### config.mk
export PLATFORM = sky130hd
export DESIGN_NAME = uart_frame_receiver_crc16
export DESIGN_NICKNAME = d
export VERILOG_FILES = /design/src/hw/rtl/ufrc_pkg.sv /design/src/hw/rtl/uart_frame_receiver_crc16.sv
export VERILOG_INCLUDE_DIRS = /design/src /design/src/hw/rtl
export SDC_FILE = /design/constraint.sdc
export NUM_CORES = 1
export LEC_CHECK = 0
export BUFFER_PORTS_ARGS = -buffer_cell sky130_fd_sc_hd__buf_4
export CAP_MARGIN = 20
export CORE_UTILIZATION = 53
export CTS_CLUSTER_DIAMETER = 80
export DETAILED_ROUTE_END_ITERATION = 10
export HOLD_SLACK_MARGIN = 0.08
export PLACE_DENSITY_LB_ADDON = 0.12
export SYNTH_ARGS = -nofsm -noshare
export SYNTH_HDL_FRONTEND = slang
export SYNTH_SLANG_ARGS = --single-unit
### constraint.sdc
create_clock -name clock -period 3.05 [get_ports clock]
set_clock_uncertainty 0.2 [all_clocks]
set_input_delay 0.1525 -clock clock [delete_from_list [all_inputs] [get_ports clock]]
set_output_delay 0.1525 -clock clock [all_outputs]
set_load 0.005 [all_outputs]
### src/hw/rtl/assert_macros.svh
// Assertion macros for the RTL of the frame receiver.
`ifndef ASSERT_MACROS_SVH
`define ASSERT_MACROS_SVH

`ifndef NO_ASSERTIONS

`define ASSERT_IMPLIES(label, clk, rst, cond, prop, msg) \
   label: assert property (@(posedge clk) disable iff (rst) (cond) |-> (prop)) \
      else $error(msg);

`define ASSERT_NEXT(label, clk, rst, cond, prop, msg) \
   label: assert property (@(posedge clk) disable iff (rst) (cond) |=> (prop)) \
      else $error(msg);

`else

`define ASSERT_IMPLIES(label, clk, rst, cond, prop, msg)

`define ASSERT_NEXT(label, clk, rst, cond, prop, msg)

`endif

`endif

### src/hw/rtl/ufrc_pkg.sv
// Types, constants and the CRC function of the framed byte receiver.
package ufrc_pkg;

   localparam int unsigned MAX_PAYLOAD_DEFAULT = 64;
   localparam int unsigned PAYLOAD_INDEX_W = 6;

   localparam logic [7:0] START_BYTE = 8'h55;
   localparam logic [7:0] STOP_BYTE = 8'h0D;
   localparam logic [15:0] CRC_POLY = 16'hA001;

   typedef enum logic {
      MODE_BYTE = 1'b0,
      MODE_OVERRUN = 1'b1
   } mode_type;

   typedef enum logic {
      KIND_PAYLOAD = 1'b0,
      KIND_REPORT = 1'b1
   } kind_type;

   typedef enum logic [1:0] {
      STATUS_OK = 2'd0,
      STATUS_CRC_ERROR = 2'd1,
      STATUS_STOP_ERROR = 2'd2,
      STATUS_LENGTH_ERROR = 2'd3
   } status_type;

   typedef struct packed {
      mode_type mode;
      logic [7:0] rx_byte;
   } req_payload_type;

   typedef struct packed {
      kind_type kind;
      logic [7:0] payload_byte;
      logic [PAYLOAD_INDEX_W-1:0] payload_index;
      logic [15:0] command_id;
      logic [15:0] data_length;
      status_type status;
   } rsp_payload_type;

   // Reflected CRC-16 over one byte, least significant bit first.
   function automatic logic [15:0] crc_byte(input logic [15:0] crc, input logic [7:0] data);
      logic [15:0] c;
      c = crc ^ {8'h00, data};
      for (int i = 0; i < 8; i++) begin
         if (c[0]) begin
            c = (c >> 1) ^ CRC_POLY;
         end else begin
            c = c >> 1;
         end
      end
      return c;
   endfunction

endpackage

### src/hw/rtl/uart_frame_receiver_crc16.sv
// Top level of the framed byte receiver with CRC-16 check.
// The block takes one item per clock cycle while it is not stalled: a received byte or an
// overrun event. Frames are 0x55, command id, length, payload, CRC (high byte first) and
// 0x0D; the reflected CRC-16 (polynomial 0xA001, initial value 0) covers the start, id,
// length and payload bytes. Each payload byte leaves as an item of its own, and every frame
// that reaches its stop byte or carries a length above MAX_PAYLOAD ends with a report item.
// An item's result appears in the cycle after it is accepted, from the single result
// register; a new item is taken in every cycle in which that register is empty or being
// emptied, so the sustained rate is one item per cycle. Bytes outside a frame other than
// 0x55 are dropped, and an overrun event drops the current frame without a report.
`include "assert_macros.svh"

module uart_frame_receiver_crc16 #(
   parameter int unsigned MAX_PAYLOAD = ufrc_pkg::MAX_PAYLOAD_DEFAULT
) (
   input logic clock,
   input logic reset,
   input logic req_valid,
   output logic req_ready,
   input ufrc_pkg::req_payload_type req_data,
   output logic rsp_valid,
   input logic rsp_ready,
   output ufrc_pkg::rsp_payload_type rsp_data
);
   import ufrc_pkg::*;

   localparam int unsigned CNT_W = $clog2(MAX_PAYLOAD + 1);

   typedef enum logic [3:0] {
      PH_IDLE,
      PH_CMD_HI,
      PH_CMD_LO,
      PH_LEN_HI,
      PH_LEN_LO,
      PH_PAYLOAD,
      PH_CRC_HI,
      PH_CRC_LO,
      PH_STOP
   } phase_type;

   phase_type phase_ff, phase_in;
   logic [15:0] cmd_ff, cmd_in;
   logic [15:0] len_ff, len_in;
   logic [15:0] crc_ff, crc_in;
   logic [15:0] rcrc_ff, rcrc_in;
   logic [CNT_W-1:0] cnt_ff, cnt_in;
   logic rsp_valid_ff;
   rsp_payload_type rsp_data_ff, rsp_data_in;

   logic req_accept;
   logic emit;
   logic [7:0] rx;
   logic [15:0] crc_base;
   logic [15:0] crc_upd;
   logic [15:0] len_full;
   logic [CNT_W:0] cnt_sum;

   assign req_ready = !rsp_valid_ff || rsp_ready;
   assign req_accept = req_valid && req_ready;
   assign rx = req_data.rx_byte;
   assign crc_base = (phase_ff == PH_IDLE) ? 16'h0000 : crc_ff;
   assign crc_upd = crc_byte(crc_base, rx);
   assign len_full = {len_ff[15:8], rx};
   assign cnt_sum = {1'b0, cnt_ff} + {{CNT_W{1'b0}}, 1'b1};

   always_comb begin
      phase_in = phase_ff;
      cmd_in = cmd_ff;
      len_in = len_ff;
      crc_in = crc_ff;
      rcrc_in = rcrc_ff;
      cnt_in = cnt_ff;
      emit = 1'b0;
      rsp_data_in = '0;
      rsp_data_in.kind = KIND_REPORT;
      rsp_data_in.command_id = cmd_ff;
      rsp_data_in.data_length = len_ff;
      rsp_data_in.status = STATUS_OK;
      if (req_data.mode == MODE_OVERRUN) begin
         phase_in = PH_IDLE;
      end else begin
         case (phase_ff)
            PH_IDLE: begin
               if (rx == START_BYTE) begin
                  phase_in = PH_CMD_HI;
                  cmd_in = '0;
                  len_in = '0;
                  rcrc_in = '0;
                  cnt_in = '0;
                  crc_in = crc_upd;
               end
            end
            PH_CMD_HI: begin
               cmd_in = {rx, 8'h00};
               crc_in = crc_upd;
               phase_in = PH_CMD_LO;
            end
            PH_CMD_LO: begin
               cmd_in = {cmd_ff[15:8], rx};
               crc_in = crc_upd;
               phase_in = PH_LEN_HI;
            end
            PH_LEN_HI: begin
               len_in = {rx, 8'h00};
               crc_in = crc_upd;
               phase_in = PH_LEN_LO;
            end
            PH_LEN_LO: begin
               len_in = len_full;
               crc_in = crc_upd;
               cnt_in = '0;
               if (32'(len_full) > 32'(MAX_PAYLOAD)) begin
                  phase_in = PH_IDLE;
                  emit = 1'b1;
                  rsp_data_in.data_length = len_full;
                  rsp_data_in.status = STATUS_LENGTH_ERROR;
               end else if (len_full == 16'h0000) begin
                  phase_in = PH_CRC_HI;
               end else begin
                  phase_in = PH_PAYLOAD;
               end
            end
            PH_PAYLOAD: begin
               crc_in = crc_upd;
               cnt_in = cnt_sum[CNT_W-1:0];
               emit = 1'b1;
               rsp_data_in = '0;
               rsp_data_in.kind = KIND_PAYLOAD;
               rsp_data_in.payload_byte = rx;
               rsp_data_in.payload_index = PAYLOAD_INDEX_W'(cnt_ff);
               rsp_data_in.status = STATUS_OK;
               if (32'(cnt_sum) >= 32'(len_ff)) begin
                  phase_in = PH_CRC_HI;
               end
            end
            PH_CRC_HI: begin
               rcrc_in = {rx, 8'h00};
               phase_in = PH_CRC_LO;
            end
            PH_CRC_LO: begin
               rcrc_in = {rcrc_ff[15:8], rx};
               phase_in = PH_STOP;
            end
            PH_STOP: begin
               emit = 1'b1;
               phase_in = PH_IDLE;
               if (rx != STOP_BYTE) begin
                  rsp_data_in.status = STATUS_STOP_ERROR;
               end else if (rcrc_ff != crc_ff) begin
                  rsp_data_in.status = STATUS_CRC_ERROR;
               end else begin
                  rsp_data_in.status = STATUS_OK;
               end
            end
            default: begin
               phase_in = PH_IDLE;
            end
         endcase
      end
   end

   always_ff @(posedge clock) begin
      if (reset) begin
         phase_ff <= PH_IDLE;
         rsp_valid_ff <= 1'b0;
      end else begin
         if (req_accept) begin
            phase_ff <= phase_in;
            rsp_valid_ff <= emit;
         end else if (rsp_ready) begin
            rsp_valid_ff <= 1'b0;
         end
      end
   end

   always_ff @(posedge clock) begin
      if (req_accept) begin
         cmd_ff <= cmd_in;
         len_ff <= len_in;
         crc_ff <= crc_in;
         rcrc_ff <= rcrc_in;
         cnt_ff <= cnt_in;
         if (emit) begin
            rsp_data_ff <= rsp_data_in;
         end
      end
   end

   assign rsp_valid = rsp_valid_ff;
   assign rsp_data = rsp_data_ff;

   `ASSERT_IMPLIES(a_ready_when_empty, clock, reset, !rsp_valid_ff, req_ready,
      "Input stalled although the result register is empty.")

   `ASSERT_NEXT(a_overrun_drops_frame, clock, reset,
      req_accept && req_data.mode == MODE_OVERRUN,
      phase_ff == PH_IDLE && !rsp_valid_ff, "Overrun event did not drop the frame.")

   `ASSERT_NEXT(a_payload_gives_item, clock, reset,
      req_accept && req_data.mode == MODE_BYTE && phase_ff == PH_PAYLOAD,
      rsp_valid_ff && rsp_data_ff.kind == KIND_PAYLOAD, "Payload byte produced no item.")

   `ASSERT_IMPLIES(a_payload_fields_clear, clock, reset,
      rsp_valid_ff && rsp_data_ff.kind == KIND_PAYLOAD,
      rsp_data_ff.status == STATUS_OK && rsp_data_ff.command_id == 16'h0000,
      "Payload item carries report fields.")

endmodule

==> results.toml <==
[clocking]
cts_tree = "yes"
cts.clk_slew.worst_paths_ns = 0.06
clock-root-buffer = "clkbuf_8"
insertion_delay_ns = 0.53
clock-sinks = 125
cts_buffer_depth = 2
cts_buffers = 17
htree_levels = 4

[routing]
drcViolationCount = 0
dr.pass1.iters = 5
drtIter0Drc = 321
wire_per_inst_microns = 16.9
wl_microns = 12000
viasPerCell = 5.31
via_count = 3761
ant_nets = 0

[die]
die_w_microns = 107
fp-row-count = 38
start_util = 0.543
die-area_sq_um = 11500
ios = 64
fp.coreArea_sq_um = 10800
die_y_microns = 107

[logic_synthesis]
synth.largest_area_cell = "edfxtp_1"
synth.avg_cell_area_sq_um = 12.8
syn_nets = 481
netlist_area_sq_um = 5880
ys_types = 46
synth_most_common_cell = "edfxtp_1"
async_flop_share = 0
ys_warn_count = 0
synth_top_area_frac = 0.613
yosys-top-cells-area = "edfxtp_1 61%, and2_1 8.7%, xnor2_1 6.3%"
synth_seq_cells = 125
synth-edff-count = 120
syn-instance-count = 459
synth_commonest_cells = "120 x edfxtp_1, 82 x and2_1, 42 x xnor2_1, 25 x nor2_1, 18 x a21oi_1"
yosys_most_used_dff = "edfxtp_1"
seq_area_frac_synth = 0.630

[sta]
fin_crit_sh = 0.977
finalMaxSlewViolations = 0
fin_crit_ns = 2.98
setup_viol = 0
max_freq_ghz = 0.336
worstMarginPinSlew_ns = 0.736
slew_headroom = 0.506
final-hold-violation-count = 0

[critical_path]
critPathRequiredTime_ns = 3.27
critPathLaunchType = "register"
rrSetupSlack_ns = 0.07
crit_path_max_fanout = 3
worstSetupPathType = "reg2reg"
arrival_ns = 3.20
r2r_start = "cnt_ff[0]"
critPathCaptureType = "register"
regToRegEndpoint = "phase_ff[0]"
worstRegToRegCells = 11

[power]
power_leakage_nw = 2.73
power_mw = 4.17
power.density_nw_per_um2 = 563
ir_drop_mv = 0.345

[global_routing]
grt_max_degree = 44
grt_usage = 0.224
grt_overflow_total = 0
grt_pass1_wl_microns = 18300
grt_pass1_vias = 3559
antenna_found_initial = 0

[place]
numPortBuffers = 63
place_hpwl_microns = 7950
gp_congestion = 0.932

[flow_run]
cap_violations = 0

[run_status]
status = "complete, no violations"

[layout]
area_growth_pct = 25.9
fin_nets = 578
n_fill_cell = 770
antenna_cells = 0
final_util = 0.683
drive_above_1_share = 0.241

[min_path]
hold_depth = 3
min_from = "reset"
min_to = "phase_ff[1]"
hp-class = "in2reg"
-- sequential cells by signal (all words and copies together), names as in the netlist --
register   count
len_ff        16
crc_ff        16
rsp_data      49
cnt_ff         7
cmd_ff        16
rsp_valid      1
phase_ff       4
rcrc_ff       16
-- repair_timing --
item	CTS	global route
resized for setup	0	10
hold endpoints to repair	85	0
hold buffers	14	0
setup buffers	0	8
endpoints found under the setup margin	0	1
-- metal layers --
| layer | wire length [microns] | up-vias | global-route usage |
|---|---|---|---|
| li1 | - | 1807 | - |
| met1 | 5200 | 1782 | 0.302 |
| met2 | 5750 | 151 | 0.337 |
| met3 | 847 | 21 | 0.0763 |
| met4 | 197 | 0 | 0.0851 |
| met5 | 0 | - | 0 |
-- cell families after synthesis --
kind of cell    count (synthesis)  synth area share
simple gates                  182             0.181
xor+xnor                       55            0.0930
flops                         125             0.630
mux                             2           0.00340
compound gates                 46            0.0457
buf+inv                        40            0.0283
fa+ha+maj                       9            0.0191
-- stage by stage --
stage               std cells  setup slack [ns]  hold slack [ns]  TNS, ns  cell area [sq um]
floorplan                 459            0.0552           0.0216        0               5880
global placement          655             0.563            0.169        0               6560
CTS                       700            0.0248            0.143        0               7310
detailed placement        655             0.501            0.177        0               6560
global route              708           -0.0449            0.184  -0.0449               7400
finish                    708            0.0702            0.169        0               7400
-- placed cells by master, fill, tap and decap left out, drive strengths merged, types with 7 or more instances in the layout --
cell type	n
a21oi	18
and2	82
buf	87
clkbuf	17
clkinv	8
dlygate4sd3	14
edfxtp	120
ha	9
inv	18
nand2	14
nand2b	7
nand3	11
nand4	8
nor2	27
nor2b	13
nor3	7
o21ai	15
xnor2	47
-- worst max-delay path, stage by stage (launching register included) --
cell and delay, ns:
edfxtp_1 0.43, buf_4 0.15, nand2_1 0.06, nor2_2 0.13
xor2_1 0.24, ha_1 0.29, a211o_1 0.31, a211oi_2 0.25
o21ai_2 0.09, nand4_1 0.09, dlygate4sd3_1 0.56, a21oi_1 0.07
-- layout make-up --
cell class,count,area (sq um),share of cell area
clock buffers,17,414,0.0559
clock inverters,14,194,0.0262
inverters,17,63.8,0.00862
multi-input cells,294,2050,0.276
flip-flops and latches,125,3700,0.500
well taps,140,175,0.0237
repair buffers,101,806,0.109
-- worst max-delay path by stage --
stage / from / endpoint / cells past startpoint
final: cnt_ff[0] / phase_ff[0] / 11
after floorplan: phase_ff[3] / rsp_data[0] / 6
after CTS: cnt_ff[0] / phase_ff[0] / 12
after global routing: cnt_ff[0] / phase_ff[0] / 11
after global placement: req_data[7] / rcrc_ff[1] / 5
after detailed placement: req_data[7] / rcrc_ff[3] / 5
-- power breakdown --
group	switching, mW	leakage [nW]	internal [mW]
registers	0.0120	1.14	1.89
logic	0.107	1.29	0.102
clock network	0.741	0.296	1.32
total	0.861	2.73	3.31
No activity file was read; power rests on OpenSTA's default activity.
